--- src/hdl/risc_subset_core_step_defines.svh ---
// assertion macros for the risc subset core step block
// no dependencies; included by files that carry concurrent assertions
`ifndef RISC_SUBSET_CORE_STEP_DEFINES_SVH
`define RISC_SUBSET_CORE_STEP_DEFINES_SVH

`ifndef SYNTH
// same-cycle implication
`define RSCS_ASSERT_IMP(lbl, clk, rst, ante, cons, msg) \
   lbl: assert property (@(posedge clk) disable iff (rst) (ante) |-> (cons)) \
      else $error(msg);
// next-cycle implication
`define RSCS_ASSERT_NXT(lbl, clk, rst, ante, cons, msg) \
   lbl: assert property (@(posedge clk) disable iff (rst) (ante) |=> (cons)) \
      else $error(msg);
`else
`define RSCS_ASSERT_IMP(lbl, clk, rst, ante, cons, msg)
`define RSCS_ASSERT_NXT(lbl, clk, rst, ante, cons, msg)
`endif

`endif

--- src/hdl/rscs_pkg.sv ---
// shared constants, types and helpers of the risc subset core step block
// no dependencies; used by the register file, data memory, execute and top-level files
`default_nettype none

package rscs_pkg;

   // data memory depth in words, power of two (word index = address bits above byte offset)
   localparam int unsigned DATA_WORDS = 1024;
   localparam int unsigned DMEM_AW    = $clog2(DATA_WORDS);

   localparam logic [31:0] RESET_PC    = 32'h0040_0000;
   localparam logic [31:0] GP_RESET    = 32'h1000_8000;
   localparam logic [31:0] SP_RESET    = 32'h1000_0000;
   localparam logic [4:0]  GP_REG      = 5'd28;
   localparam logic [4:0]  SP_REG      = 5'd29;
   localparam logic [4:0]  ZERO_REG    = 5'd0;
   localparam logic [31:0] REGION_MASK = 32'hf000_0000;

   // opcodes
   localparam logic [5:0] OP_SPECIAL = 6'h00;
   localparam logic [5:0] OP_J       = 6'h02;
   localparam logic [5:0] OP_BEQ     = 6'h04;
   localparam logic [5:0] OP_ADDIU   = 6'h09;
   localparam logic [5:0] OP_ANDI    = 6'h0c;
   localparam logic [5:0] OP_LW      = 6'h23;
   localparam logic [5:0] OP_SW      = 6'h2b;

   // function codes under OP_SPECIAL
   localparam logic [5:0] FN_SLL  = 6'h00;
   localparam logic [5:0] FN_SRA  = 6'h03;
   localparam logic [5:0] FN_MULT = 6'h18;
   localparam logic [5:0] FN_ADDU = 6'h21;
   localparam logic [5:0] FN_SUBU = 6'h23;

   typedef struct packed {
      logic [31:0] next_pc;
      logic        reg_write;
      logic [4:0]  dest_reg;
      logic [31:0] write_value;
      logic        mem_store;
      logic [31:0] mem_address;
      logic [31:0] store_value;
      logic [31:0] hi_value;
      logic [31:0] lo_value;
      logic        unimplemented;
   } rsp_word_type;

   // state updates asked for by the execute logic
   typedef struct packed {
      logic               is_load;
      logic               reg_we;
      logic [4:0]         reg_addr;
      logic [31:0]        reg_data;
      logic               mem_we;
      logic [DMEM_AW-1:0] mem_index;
      logic [31:0]        mem_data;
      logic               hilo_we;
      logic [31:0]        hi;
      logic [31:0]        lo;
      logic [31:0]        npc;
   } exec_ctrl_type;

   // register file contents after reset
   function automatic logic [31:0] reg_reset_value(input logic [4:0] idx);
      logic [31:0] v;
      v = 32'd0;
      if (idx == GP_REG) begin
         v = GP_RESET;
      end else if (idx == SP_REG) begin
         v = SP_RESET;
      end
      return v;
   endfunction

endpackage

`default_nettype wire

--- src/hdl/rscs_regfile.sv ---
// 32 x 32 register file, two registered read ports, write bypass, reset by valid bits
// depends on rscs_pkg
`default_nettype none

module rscs_regfile (
   input  wire logic        clock,
   input  wire logic        reset,
   input  wire logic        rd_en,
   input  wire logic [4:0]  rs_addr,
   input  wire logic [4:0]  rt_addr,
   input  wire logic        wr_en,
   input  wire logic [4:0]  wr_addr,
   input  wire logic [31:0] wr_data,
   output logic      [31:0] rs_data,
   output logic      [31:0] rt_data
);

   logic [31:0] mem [32];
   logic [31:0] valid_ff;
   logic [31:0] valid_in;

   logic [31:0] raw_a_ff, raw_b_ff;
   logic [31:0] byp_val_ff;
   logic        byp_a_ff, byp_b_ff;
   logic        vld_a_ff, vld_b_ff;
   logic [4:0]  addr_a_ff, addr_b_ff;

   always_comb begin
      valid_in = valid_ff;
      if (wr_en) begin
         valid_in[wr_addr] = 1'b1;
      end
   end

   always_ff @(posedge clock) begin
      if (reset) begin
         valid_ff <= '0;
      end else begin
         valid_ff <= valid_in;
      end
   end

   always_ff @(posedge clock) begin
      if (wr_en) begin
         mem[wr_addr] <= wr_data;
      end
   end

   // read at issue; a write landing on the same edge is forwarded
   always_ff @(posedge clock) begin
      if (rd_en) begin
         raw_a_ff   <= mem[rs_addr];
         raw_b_ff   <= mem[rt_addr];
         vld_a_ff   <= valid_ff[rs_addr];
         vld_b_ff   <= valid_ff[rt_addr];
         addr_a_ff  <= rs_addr;
         addr_b_ff  <= rt_addr;
         byp_a_ff   <= wr_en && (wr_addr == rs_addr);
         byp_b_ff   <= wr_en && (wr_addr == rt_addr);
         byp_val_ff <= wr_data;
      end
   end

   always_comb begin
      if (byp_a_ff) begin
         rs_data = byp_val_ff;
      end else if (vld_a_ff) begin
         rs_data = raw_a_ff;
      end else begin
         rs_data = rscs_pkg::reg_reset_value(addr_a_ff);
      end
      if (byp_b_ff) begin
         rt_data = byp_val_ff;
      end else if (vld_b_ff) begin
         rt_data = raw_b_ff;
      end else begin
         rt_data = rscs_pkg::reg_reset_value(addr_b_ff);
      end
   end

endmodule

`default_nettype wire

--- config.mk ---
export PLATFORM = sky130hd
export DESIGN_NAME = rscs_regfile
export DESIGN_NICKNAME = d
export VERILOG_FILES = /design/src/hdl/risc_subset_core_step_defines.svh /design/src/hdl/rscs_pkg.sv /design/src/hdl/rscs_regfile.sv
export SDC_FILE = /design/constraint.sdc
export NUM_CORES = 1
export LEC_CHECK = 0
export BUFFER_PORTS_ARGS = -buffer_cell sky130_fd_sc_hd__clkbuf_2
export CAP_MARGIN = 10
export CORE_ASPECT_RATIO = 0.5
export CORE_MARGIN = 1
export CORE_UTILIZATION = 35
export DETAILED_ROUTE_END_ITERATION = 12
export PLACE_DENSITY = 0.55
export SYNTH_ARGS = -nofsm -noshare
export SYNTH_HDL_FRONTEND = slang
export SYNTH_SLANG_ARGS = --single-unit
--- constraint.sdc ---
create_clock -name clock -period 7.9 [get_ports clock]
set_input_delay 1.185 -clock clock [delete_from_list [all_inputs] [get_ports clock]]
set_output_delay 1.185 -clock clock [all_outputs]
set_load 0.02 [all_outputs]
Yosys cells after proc, flatten, opt, wreduce, memory -nomap -nowiden
Memories as Yosys holds them, arrays and structs flattened. A register that Yosys moved wholly into a read port is not among the register bits.
Index checks and enable logic that the tools add are counted.
{"block": "word_totals", "reg_bits": 78, "mem_bits_rw": 1024, "output_inout_bits": 64, "word_cells": 39, "memories": 1}
{"name": "mem", "depth": 32, "word_bits": 32, "rd": 2, "rd_clocked_by_memory_dff": 2, "write_ports": 1, "line_no": "rscs_regfile.sv:18", "text": "logic [31:0] mem [32];"}
{"block": "op_classes", "magnitude_cmp": 4, "eq_ne": 6, "muxes": 16, "n_bitwise": 1, "n_reduce_logical": 3}
{"op": "$mux 32", "n": 4}
{"op": "$mux 29", "n": 4}
{"op": "$or 32x32->32", "n": 1}
{"op": "$eq 5x5->1 const B", "n": 4}
{"op": "$lt 5x6->1 const B", "n": 3}
{"op": "$bmux 1 s5", "n": 2}
{"op": "$eq 5x5->1", "n": 2}
{"op": "$demux 1 s5", "n": 1}
{"op": "$ge 5x1->1 const B", "n": 1}
{"op": "$mux 1", "n": 5}
{"op": "$logic_and 1x1->1", "n": 3}

Logic depth before layout (Yosys ltp)
{"block": "logic_depth", "ltp_word": 5, "ltp_mapped": 8, "ltp_nobuf": 5}

Worst setup path after synthesis
No wires, ideal clock.
{"block": "synth_path", "path_type": "input to register", "start": "in wr_addr[0]", "end": "mem mem[28][0] (enable)", "setup_ns": 0.423, "t_arrival_ns": 3.291, "required_time_ns": 7.477, "setup_slack_ns": 4.186, "cell_stages": 4, "path_buffers": 2, "cell_sequence": "clkbuf_1 > or3b_1 > clkbuf_1 > nor2_1"}
{"item": "from (decl)", "line_no": "rscs_regfile.sv:12", "text": "input wire logic [4:0] wr_addr,"}
{"item": "to (decl)", "line_no": "rscs_regfile.sv:18"}
Straight into the memory's write port.

Worst setup path in the final report
{"block": "layout_path", "start": "reg byp_b_ff", "end": "out rt_data[15]"}
{"block": "layout_via", "elab_chain_len": 1}
{"item": "from (decl)", "line_no": "rscs_regfile.sv:24", "text": "logic byp_a_ff, byp_b_ff;"}
{"item": "from (signal assigned)", "line_no": "rscs_regfile.sv:59", "text": "byp_b_ff <= wr_en && (wr_addr == rt_addr);"}
{"item": "$mux 32", "line_no": "rscs_regfile.sv:72", "text": "if (byp_b_ff) begin"}
{"item": "to (decl)", "line_no": "rscs_regfile.sv:15", "text": "output logic [31:0] rt_data"}
No other way between the ends.

==> metrics.md <==
| Metric | Value |
|---|---|
| DRC | `0` |
| YS warnings | `0` |
| Yosys reg bits | `1166` |
| TritonRoute pass-1 iters | `5` |
| Post-route setup slack | `3.32 ns` |
| CP arrival | `3.39 ns` |
| DP Cell Count | `5743` |
| Post-route cell area | `60300 sq um` |
| Min-delay worst type | `reg2reg` |
| Final Hold Viols | `0` |
| Crit start category | `flop` |
| Slew of the pin with the lowest slew margin | `1.17 ns` |
| Hold Slack | `0.497 ns` |
| Crit end category | `primary output` |
| Initial DRC count | `3952` |
| CTS tree | `built` |
| Period utilisation layout | `57.9%` |
| Area Growth Syn to Fin | `10.7%` |
| Wire length on met1 | `82400 microns` |
| Fraction of registers with async set/reset | `0%` |
| H-tree depth | `3` |
| Syn Nets | `3833` |
| WL final | `187000 microns` |
| Wire length on met2 | `85000 microns` |
| Share of the synthesized area in the top cell type | `62.5%` |
| Main synth FF type | `edfxtp_1` |
| VDD IR max | `0.168 mV` |
| Sequential area share after synthesis | `63.7%` |
| Routed len/inst | `31.4 microns` |
| Hold buffer count at CTS | `0` |
| Worst Path Max Fanout | `24` |
| Clk_lat worst skew | `0.76 ns` |
| CTS Buf Count | `113` |
| Via count | `35300` |
| GRT Overall Usage | `23.3%` |
| Die H | `281 microns` |
| GPL Wtd Cong | `0.808` |
| Initial antenna violation count | `10` |
| Ranking of synthesized cells by area | `edfxtp_1 62%, mux2i_1 19%, a22o_1 3.1%, a22oi_1 2.7%, nand3_1 1.8%` |
| Post-synth EDFFs | `1134` |
| Power Density | `223 nW/um^2` |
| Max-cap viol count | `0` |
| Vias in the first global route | `34700` |
| Leak Pwr | `21.9 nW` |
| Detailed placement HPWL | `97800 microns` |
| Count leader, synth | `edfxtp_1` |
| Post-synth cell types | `33` |
| Clock Skew | `0.0422 ns` |
| Post-Syn Instances | `3782` |
| Post-synth top cells | `1134 x edfxtp_1, 1056 x mux2i_1, 205 x nand2_1, 200 x nand3_1` |
| Final TNS setup | `0 ns` |
| Post-layout min period | `4.58 ns` |
| Postcts setup bufs | `0` |
| Total gr overflow | `0` |
| WP data required | `6.71 ns` |
| CTS Root Cell | `clkbuf_16` |
| Max Root-Sink Buffers | `3` |
| Final setup viols | `0` |
| First-pass GRT wire length | `260000 microns` |
| Standard-cell rows | `101` |
| Layout Cells excl Fill | `5957` |
| Clk sinks | `1166` |
| WL met3 | `15400 microns` |
| Slew HR | `22.0%` |
| Pins Over Slew Limit | `0` |
| Final ANT Viol Nets | `0` |
| Die X | `560 microns` |
| Initial core utilization | `35.6%` |
| Post-Syn Area | `54500 sq um` |
| Critical path class | `reg2out` |
| Final-stage net count | `3849` |
| I/O Pins | `115` |
| Overall power | `13.5 mW` |
| Achievable frequency | `219 MHz` |
| Post-synthesis cell type with the largest combined area | `edfxtp_1` |
| Clock-pin slew on the worst setup and hold paths | `0.06 ns` |
| Largest net degree at the start of global routing | `133` |
| Avg Inst Size Synth | `14.4 sq um` |
| Max layer used | `met5` |
| IO buf count | `114` |
| Proportion of layout cells with a drive suffix above 1 | `9.88%` |
| Area of the die | `157000 sq um` |
| Core area | `153000 sq um` |
| Resized Gates After CTS | `0` |
| Core Util, Final | `39.4%` |
| Dpl cell area | `56800 sq um` |
| RSZ-0062 raised after global routing | `no` |
| Pre-CTS WS | `3.70 ns` |
| Via-per-instance ratio | `5.93` |
| Status | `finished clean` |
==> routing by layer <==
metal  global-route usage (%)  vias to the layer above
li1                         -                    14900
met1                     32.8                    18400
met2                     37.1                     1677
met3                     3.96                      271
met4                     6.09                        6
met5                        0                        -
==> layout make-up <==
type,instances,area (sq um)
fillers,14100,92900
well taps,2060,2580
repair buffers,190,1290
flip-flops and latches,1166,34700
diodes,2,5.00
multi-input cells,2327,18300
clock inverters,58,452
clock buffers,154,3000
==> power by group <==
part | internal, mW | switching, mW | leakage (nW) | total [mW]
combinational | 0.389 | 0.823 | 9.67 | 1.21
sequential | 6.92 | 0.0854 | 10.6 | 7.01
clock | 2.85 | 2.39 | 1.69 | 5.25
==> logic make-up after synthesis <==
kind of cell,after synthesis,synth area share (%)
simple gates,603,4.96
mux,1056,19.4
compound gates,658,8.45
buf+inv,289,3.36
xor+xnor,10,0.161
flops,1166,63.7
==> worst max-delay path, stage by stage (launching register included) <==
cell and delay, ns:
edfxtp_1 0.65, buf_4 0.41, nor2b_4 0.64, buf_4 0.42, a221o_1 0.27, clkbuf_2 0.19
==> flip-flops by register name, summed over array words and instances, names as in the netlist <==
signal	cells
mem	1024
byp_val_ff	32
raw_a_ff	32
raw_b_ff	32
valid_ff	32
addr_a_ff	5
addr_b_ff	5
byp_a_ff	1
byp_b_ff	1
vld_a_ff	1
vld_b_ff	1
==> worst paths after layout <==
kind,startpoint,to,slack (ns),cells after the start
setup / recovery,byp_b_ff,rt_data[15],3.32,5
hold / removal,valid_ff[26],valid_ff[26],0.50,2
setup reg to reg,mem[7][14],raw_a_ff[14],6.32,5
hold reg to reg,valid_ff[26],valid_ff[26],0.50,2
==> cell usage in the layout (no fill, tap or decap), types with 3 or more instances in the layout <==
| cell type | count |
|---|---|
| a21oi_1 | 198 |
| clkinv_2 | 18 |
| clkbuf_2 | 111 |
| nand3b_1 | 5 |
| edfxtp_1 | 1134 |
| or3b_1 | 3 |
| nand2b_2 | 4 |
| nand3_1 | 200 |
| nor2_1 | 65 |
| nor4_1 | 4 |
| a31oi_1 | 66 |
| nor2_4 | 34 |
| buf_4 | 65 |
| xor2_1 | 8 |
| a22oi_1 | 198 |
| nor2b_4 | 6 |
| buf_12 | 10 |
| mux2i_1 | 1056 |
| bufinv_16 | 6 |
| clkbuf_1 | 40 |
| inv_6 | 4 |
| clkbuf_16 | 114 |
| a22o_1 | 190 |
| a221o_1 | 4 |
| dfxtp_1 | 32 |
| nand2_1 | 203 |
| nor3_1 | 68 |
| clkinv_1 | 27 |
(Power assumes the default switching activity.)
