===== src/hdl/risc_subset_core_step_defines.svh =====
// assertion macros for the risc subset core step block
// no dependencies; included by files that carry concurrent assertions
`ifndef RISC_SUBSET_CORE_STEP_DEFINES_SVH
`define RISC_SUBSET_CORE_STEP_DEFINES_SVH

`ifndef SYNTH
// same-cycle implication
`define RSCS_ASSERT_IMP(lbl, clk, rst, ante, cons, msg) \
   lbl: assert property (@(posedge clk) disable iff (rst) (ante) |-> (cons)) \
      else $error(msg);
// next-cycle implication
`define RSCS_ASSERT_NXT(lbl, clk, rst, ante, cons, msg) \
   lbl: assert property (@(posedge clk) disable iff (rst) (ante) |=> (cons)) \
      else $error(msg);
`else
`define RSCS_ASSERT_IMP(lbl, clk, rst, ante, cons, msg)
`define RSCS_ASSERT_NXT(lbl, clk, rst, ante, cons, msg)
`endif

`endif


===== src/hdl/rscs_pkg.sv =====
// shared constants, types and helpers of the risc subset core step block
// no dependencies; used by the register file, data memory, execute and top-level files
`default_nettype none

package rscs_pkg;

   // data memory depth in words, power of two (word index = address bits above byte offset)
   localparam int unsigned DATA_WORDS = 1024;
   localparam int unsigned DMEM_AW    = $clog2(DATA_WORDS);

   localparam logic [31:0] RESET_PC    = 32'h0040_0000;
   localparam logic [31:0] GP_RESET    = 32'h1000_8000;
   localparam logic [31:0] SP_RESET    = 32'h1000_0000;
   localparam logic [4:0]  GP_REG      = 5'd28;
   localparam logic [4:0]  SP_REG      = 5'd29;
   localparam logic [4:0]  ZERO_REG    = 5'd0;
   localparam logic [31:0] REGION_MASK = 32'hf000_0000;

   // opcodes
   localparam logic [5:0] OP_SPECIAL = 6'h00;
   localparam logic [5:0] OP_J       = 6'h02;
   localparam logic [5:0] OP_BEQ     = 6'h04;
   localparam logic [5:0] OP_ADDIU   = 6'h09;
   localparam logic [5:0] OP_ANDI    = 6'h0c;
   localparam logic [5:0] OP_LW      = 6'h23;
   localparam logic [5:0] OP_SW      = 6'h2b;

   // function codes under OP_SPECIAL
   localparam logic [5:0] FN_SLL  = 6'h00;
   localparam logic [5:0] FN_SRA  = 6'h03;
   localparam logic [5:0] FN_MULT = 6'h18;
   localparam logic [5:0] FN_ADDU = 6'h21;
   localparam logic [5:0] FN_SUBU = 6'h23;

   typedef struct packed {
      logic [31:0] next_pc;
      logic        reg_write;
      logic [4:0]  dest_reg;
      logic [31:0] write_value;
      logic        mem_store;
      logic [31:0] mem_address;
      logic [31:0] store_value;
      logic [31:0] hi_value;
      logic [31:0] lo_value;
      logic        unimplemented;
   } rsp_word_type;

   // state updates asked for by the execute logic
   typedef struct packed {
      logic               is_load;
      logic               reg_we;
      logic [4:0]         reg_addr;
      logic [31:0]        reg_data;
      logic               mem_we;
      logic [DMEM_AW-1:0] mem_index;
      logic [31:0]        mem_data;
      logic               hilo_we;
      logic [31:0]        hi;
      logic [31:0]        lo;
      logic [31:0]        npc;
   } exec_ctrl_type;

   // register file contents after reset
   function automatic logic [31:0] reg_reset_value(input logic [4:0] idx);
      logic [31:0] v;
      v = 32'd0;
      if (idx == GP_REG) begin
         v = GP_RESET;
      end else if (idx == SP_REG) begin
         v = SP_RESET;
      end
      return v;
   endfunction

endpackage

`default_nettype wire


===== src/hdl/rscs_exec.sv =====
// decode and execute of one instruction word from registered operands
// depends on rscs_pkg
`default_nettype none

module rscs_exec (
   input  wire logic [31:0]          instruction,
   input  wire logic [31:0]          rs_data,
   input  wire logic [31:0]          rt_data,
   input  wire logic [31:0]          pc,
   input  wire logic [31:0]          hi,
   input  wire logic [31:0]          lo,
   input  wire logic [31:0]          load_data,
   output rscs_pkg::rsp_word_type    rsp,
   output rscs_pkg::exec_ctrl_type   ctrl
);

   logic [5:0]  op, fn;
   logic [4:0]  rt, rd, sh;
   logic [15:0] imm;
   logic [31:0] simm, pc4;
   logic signed [63:0] prod;

   assign op   = instruction[31:26];
   assign rt   = instruction[20:16];
   assign rd   = instruction[15:11];
   assign sh   = instruction[10:6];
   assign fn   = instruction[5:0];
   assign imm  = instruction[15:0];
   assign simm = {{16{imm[15]}}, imm};
   assign pc4  = pc + 32'd4;
   assign prod = $signed(rs_data) * $signed(rt_data);

   always_comb begin
      logic        wr, st, unimp, hilo_we, is_load;
      logic [4:0]  dst;
      logic [31:0] val, maddr, sval, npc;

      wr      = 1'b0;
      st      = 1'b0;
      unimp   = 1'b0;
      hilo_we = 1'b0;
      is_load = 1'b0;
      dst     = rscs_pkg::ZERO_REG;
      val     = 32'd0;
      maddr   = 32'd0;
      sval    = 32'd0;
      npc     = pc4;

      unique case (op)
         rscs_pkg::OP_SPECIAL: begin
            unique case (fn)
               rscs_pkg::FN_SLL: begin
                  wr = 1'b1; dst = rd; val = rt_data << sh;
               end
               rscs_pkg::FN_SRA: begin
                  wr = 1'b1; dst = rd; val = 32'($signed(rt_data) >>> sh);
               end
               rscs_pkg::FN_MULT: begin
                  hilo_we = 1'b1;
               end
               rscs_pkg::FN_ADDU: begin
                  wr = 1'b1; dst = rd; val = rs_data + rt_data;
               end
               rscs_pkg::FN_SUBU: begin
                  wr = 1'b1; dst = rd; val = rs_data - rt_data;
               end
               default: begin
                  unimp = 1'b1;
               end
            endcase
         end
         rscs_pkg::OP_J: begin
            npc = (pc4 & rscs_pkg::REGION_MASK) | {4'd0, instruction[25:0], 2'b00};
         end
         rscs_pkg::OP_BEQ: begin
            if (rs_data == rt_data) begin
               npc = pc4 + {simm[29:0], 2'b00};
            end
         end
         rscs_pkg::OP_ADDIU: begin
            wr = 1'b1; dst = rt; val = rs_data + simm;
         end
         rscs_pkg::OP_ANDI: begin
            wr = 1'b1; dst = rt; val = rs_data & {16'd0, imm};
         end
         rscs_pkg::OP_LW: begin
            maddr = rs_data + simm;
            is_load = 1'b1;
            wr = 1'b1; dst = rt; val = load_data;
         end
         rscs_pkg::OP_SW: begin
            maddr = rs_data + simm;
            st = 1'b1; sval = rt_data;
         end
         default: begin
            unimp = 1'b1;
         end
      endcase

      // writes to r0 are dropped and not reported
      if (!(wr && (dst != rscs_pkg::ZERO_REG))) begin
         wr  = 1'b0;
         dst = rscs_pkg::ZERO_REG;
         val = 32'd0;
      end

      ctrl.is_load   = is_load;
      ctrl.reg_we    = wr;
      ctrl.reg_addr  = dst;
      ctrl.reg_data  = val;
      ctrl.mem_we    = st;
      ctrl.mem_index = maddr[2 +: rscs_pkg::DMEM_AW];
      ctrl.mem_data  = sval;
      ctrl.hilo_we   = hilo_we;
      ctrl.hi        = prod[63:32];
      ctrl.lo        = prod[31:0];
      ctrl.npc       = npc;

      rsp.next_pc       = npc;
      rsp.reg_write     = wr;
      rsp.dest_reg      = dst;
      rsp.write_value   = val;
      rsp.mem_store     = st;
      rsp.mem_address   = maddr;
      rsp.store_value   = sval;
      rsp.hi_value      = hilo_we ? prod[63:32] : hi;
      rsp.lo_value      = hilo_we ? prod[31:0] : lo;
      rsp.unimplemented = unimp;
   end

endmodule

`default_nettype wire


===== config.mk =====
export PLATFORM = sky130hd
export DESIGN_NAME = rscs_exec
export DESIGN_NICKNAME = d
export VERILOG_FILES = /design/src/hdl/risc_subset_core_step_defines.svh /design/src/hdl/rscs_pkg.sv /design/src/hdl/rscs_exec.sv
export SDC_FILE = /design/constraint.sdc
export NUM_CORES = 2
export LEC_CHECK = 0
export BUFFER_PORTS_ARGS = -buffer_cell sky130_fd_sc_hd__buf_2
export CORE_UTILIZATION = 55
export DETAILED_ROUTE_END_ITERATION = 10
export PLACE_DENSITY_LB_ADDON = 0.05
export REMOVE_ABC_BUFFERS = 1
export SLEW_MARGIN = 25
export SYNTH_ARGS = -nofsm -noshare
export SYNTH_HDL_FRONTEND = slang
export SYNTH_SLANG_ARGS = --single-unit

===== constraint.sdc =====
create_clock -name vclk -period 10.2
set_clock_uncertainty 0.2 [all_clocks]
set_input_delay 0.51 -clock vclk [all_inputs]
set_output_delay 0.51 -clock vclk [all_outputs]
set_load 0.03 [all_outputs]

* Word level (Yosys, flattened, before mapping)
Cells that the tools add are included.
** Word-level totals
- Flip-flop bits (word level) :: 0
- Word-level logic and storage cells :: 51
- Input port bits :: 224
** Cells by class
- Reductions and logical operators :: 9
- Mux-type cells :: 21
- $mul :: 1
- Shifts and indexed selects :: 2
- Equal/unequal tests :: 11
- Add/sub/neg operators :: 5
- Bitwise logic cells :: 2
** Operator list (count)
- 32-bit one-hot mux with 4 select lines :: 2
- 32-bit 2-to-1 mux :: 6
- 32-bit adder :: 3
- 32-bit by 32-bit multiplier with 64-bit output :: 1
- 32-bit one-hot mux with 2 select lines :: 1
- 32-bit by 3-bit adder with 32-bit output (second input constant) :: 1
- 32-bit by 16-bit AND with 32-bit output :: 1
- 32-bit equality test :: 1
- 32-bit by 28-bit bitwise OR with 32-bit output :: 1
- 32-bit by 5-bit left shift with 32-bit output :: 1
- 32-bit by 5-bit >>> shifter with 32-bit output :: 1
- 32-bit subtractor :: 1
- 6-bit equality test (second input constant) :: 4
- 6-bit by 2-bit equality test with 1-bit output (second input constant) :: 2
- 6-bit by 4-bit equality test with 1-bit output (second input constant) :: 2
- 6-bit zero test :: 2
- 5-bit 2-to-1 mux :: 2
- 5-bit one-hot mux with 2 select lines :: 1
- 1-bit 2-to-1 mux :: 7
- 6-bit by 3-bit equality test with 1-bit output (second input constant) :: 1
- 6-bit by 5-bit equality test with 1-bit output (second input constant) :: 1
- 6-bit OR reduction :: 1
- 5-bit nonzero test :: 1
- 5-bit OR reduction :: 1
- 5 further kinds :: 6

* Logic depth before layout (Yosys ltp)
- Word-level depth :: 7
- Depth in mapped cells :: 31
- Mapped depth without buffers :: 29

* Worst setup path after synthesis
OpenSTA, ideal clock, no wires.
- Path kind :: input to output
- Start point :: input port rs_data[31]
- End point :: output port rsp[60] in the netlist's numbering
- Setup slack :: 0.620 ns
- Arrival :: 8.870 ns
- Required time :: 9.490 ns
- Stages :: 28
- Cell sequence :: clkbuf_1 > buf_1 > nand2_1 > inv_1 > fa_1 > inv_1 > fa_1 > inv_1 > fa_1 > fa_1 > inv_1 > fa_1 > inv_1 > fa_1 > inv_1 > fa_1 > fa_1 > inv_1 > ha_1 > clkbuf_1 > nand4_1 > or4_1 > or2_0 > o32ai_1 > or3_1 > a31oi_1 > xnor2_1 > mux2_2
** RTL lines
- start, declared :: line rscs_exec.sv:7 : input wire logic [31:0] rs_data,
- end, declared :: line rscs_exec.sv:13 : output rscs_pkg::rsp_word_type rsp,

==> metrics.md <==
| Metric | Value |
|---|---|
| Outcome | complete, no violations |
| Placer Congestion | between 0.9 and 1 |
| Setup TNS | 0 ns |
| Largest net degree at the start of global routing | 63 |
| Initial DRC count | 4028 |
| Drt first pass iters | 8 |
| Final-layout clock buffer total | 0 |
| Routed wire per std cell | 23.70 um |
| DIE WIDTH | slightly above 300 um |
| Fmax | approximately 100 MHz |
| Layout cells sized above 1 | 13.70% |
| Final Hold Viols | 0 |
| Slew @ Worst Pin | ~1.1 ns |
| Area leader, netlist | fa_1 |
| Antenna violations before repair | 11 |
| Resized cells post-CTS | 0 |
| GRT Total Usage | slightly below 40% |
| Cells after Synth | approximately 6000 |
| Unrepaired setup endpoints after global routing | false |
| Mapped Area | around 50000 um^2 |
| Crit end category | output port |
| Final HPWL DP | approximately 140 mm |
| Core footprint | 90150 um^2 |
| Filler instances | 8500 |
| Port-buffer cells | ~600 |
| FP Rows | between 100 and 150 |
| CP Data Arrival Time | 9.11 ns |
| Die H | a little over 300 um |
| Via count | about 44000 |
| Synthesis warning total | 0 |
| Register area share after synthesis | 0% |
| Critical Path RT | 9.49 ns |
| Post-route ant nets | 0 |
| Final min period | between 9 and 10 ns |
| Routed wire length | about 180 mm |
| Hold Startpoint | lo[15] |
| Vias in the first global route | ~45000 |
| CP Max Fanout | 23 |
| DR vias/cell | between 5 and 6 |
| Critical path type | in2out |
| Rel. slew slack | between 20% and 30% |
| Synth-to-layout area growth | 6.443% |
| Top cell type's share of synthesized area | a little over two fifths |
| Post-CTS Setup Bufs | 0 |
| Die Area | ~92000 um^2 |
| DRC viols | 0 |
| # Max-Cap Violations | 0 |
| Seq. cell area | 0 um^2 |
| Netlist cell types | approximately 100 |
| Initial Util | 55.68% |
| Critical Path Source | rs_data[13] |
| Total I/O pin count | around 600 |
| Hold crit path type | in2out |
| Net count, final | between 7000 and 8000 |
| # setup viols final | 0 |
| Final period util | a little over nine tenths |
| Synth area leaders | fa_1 (43%), inv_1 (8.2%), ha_1 (7.7%) |
| Worst setup SP type | primary input |
| Sequential cell count | 0 |
| Gr ovfl total | 0 |
| First-pass GRT wire length | 272.9 mm |
| Average size of a mapped cell | around 8.3 um^2 |
| Final Max Slew Viols | 0 |
| Hold buffers post-CTS | 0 |
-- worst max-delay path, cell delays in order --
cell      delay (ns)
buf_2           0.72
ha_1            0.53
fa_1            0.48
inv_1           0.07
fa_1            0.45
fa_1            0.48
fa_1            0.55
inv_1           0.05
fa_1            0.54
fa_1            0.42
fa_1            0.49
inv_1           0.05
fa_1            0.48
inv_1           0.04
ha_1            0.44
nand4_1         0.20
o211ai_1        0.15
a22oi_1         0.40
nor3_1          0.14
nor2_1          0.29
o32ai_1         0.19
buf_4           0.17
o41ai_1         0.37
a32oi_1         0.24
xnor2_1         0.19
mux2_2          0.27
buf_2           0.17
-- cell usage after synthesis (7+ instances only) --
| library cell | number |
|---|---|
| o22ai_1 | 22 |
| xor2_1 | 56 |
| nand2_1 | 755 |
| clkbuf_1 | 308 |
| o31a_1 | 7 |
| a22o_1 | 10 |
| a31oi_1 | 21 |
| buf_2 | 27 |
| mux2_2 | 27 |
| and2_1 | 496 |
| or2_2 | 8 |
| o31ai_1 | 24 |
| xnor2_1 | 116 |
| mux4_2 | 53 |
| nand2b_1 | 34 |
| mux2i_1 | 49 |
| o21ai_1 | 12 |
| nor2_1 | 322 |
| a222oi_1 | 9 |
| o21ai_0 | 158 |
| nand4_1 | 29 |
| and3_1 | 52 |
| nor2b_1 | 18 |
| a21oi_1 | 262 |
| o41ai_1 | 9 |
| buf_4 | 120 |
| a221oi_1 | 17 |
| a211o_1 | 9 |
| o21a_1 | 25 |
| nor4_1 | 10 |
| o211ai_1 | 18 |
| nand3_1 | 48 |
| a211oi_1 | 39 |
| buf_1 | 16 |
| or3_1 | 19 |
| fa_1 | 1086 |
| a21o_1 | 70 |
| inv_1 | 1099 |
| ha_1 | 308 |
| a22oi_1 | 29 |
| o21bai_1 | 39 |
| nor3_1 | 54 |
-- worst paths after layout --
check,to,slack [ns],cells past startpoint
worst min-delay path,rsp[16],1.16,4
worst max-delay path,rsp[64],0.38,27
-- final cells by class --
cell class	count	area [um^2]	share of cell area, %
multi-input cells	4438	43810	81.98
inverters	1105	4149	7.765
diodes	7	17.52	0.03278
well taps	1176	1471	2.754
repair buffers	722	3989	7.465
-- cells in the final DEF, fill, tap and decap left out, drive strengths merged, types with 10 or more instances in the layout --
master and instances:
a211oi 44, a21o 70, a21oi 264, a221oi 17, a22o 10, a22oi 29, a31oi 21, and2 496
and3 52, buf 722, fa 1086, ha 308, inv 1102, mux2 28, mux2i 49, mux4 53
nand2 755, nand2b 34, nand3 48, nand4 30, nor2 327, nor2b 18, nor3 55, nor4 10
o211ai 19, o21a 25, o21ai 172, o21bai 39, o22ai 22, o31ai 25, o41ai 10, or2 10
or3 20, xnor2 116, xor2 56
-- through the flow --
stage	util [%]	cells	setup slack, ns	cell area, um^2	hold WS, ns
3_3_place_gp	59.25	7441	0.4381	53410	1.157
2_1_floorplan	-	5543	1.099	47930	0.9962
3_5_place_dp	59.25	7441	0.4202	53410	1.159
5_1_grt	59.26	7443	0.07816	53420	1.180
4_1_cts	59.25	7441	0.4002	53410	1.161
6_report	59.27	7448	0.3829	53430	1.159
-- kinds of logic (layout without fill, tap and decap cells) --
family          after synthesis  count (layout)  synth area share, %
simple gates               1883            1883                18.01
buf+inv                    1577            1827                12.77
fa+ha+maj                  1394            1394                50.99
compound gates              859             859                11.24
xor+xnor                    172             172                3.001
mux                         130             130                3.991
other cells                   0               7                    0
-- routing by layer --
| metal | vias to the layer above | GRT usage (%) | part of all wire (%) |
|---|---|---|---|
| met2 | 2198 | 62.04 | 46 |
| li1 | 19150 | - | - |
| met3 | 415 | 6.644 | 9.0 |
| met5 | - | 0 | 0.039 |
| met4 | 10 | 16.74 | 5.2 |
| met1 | 22160 | 51.54 | 39 |
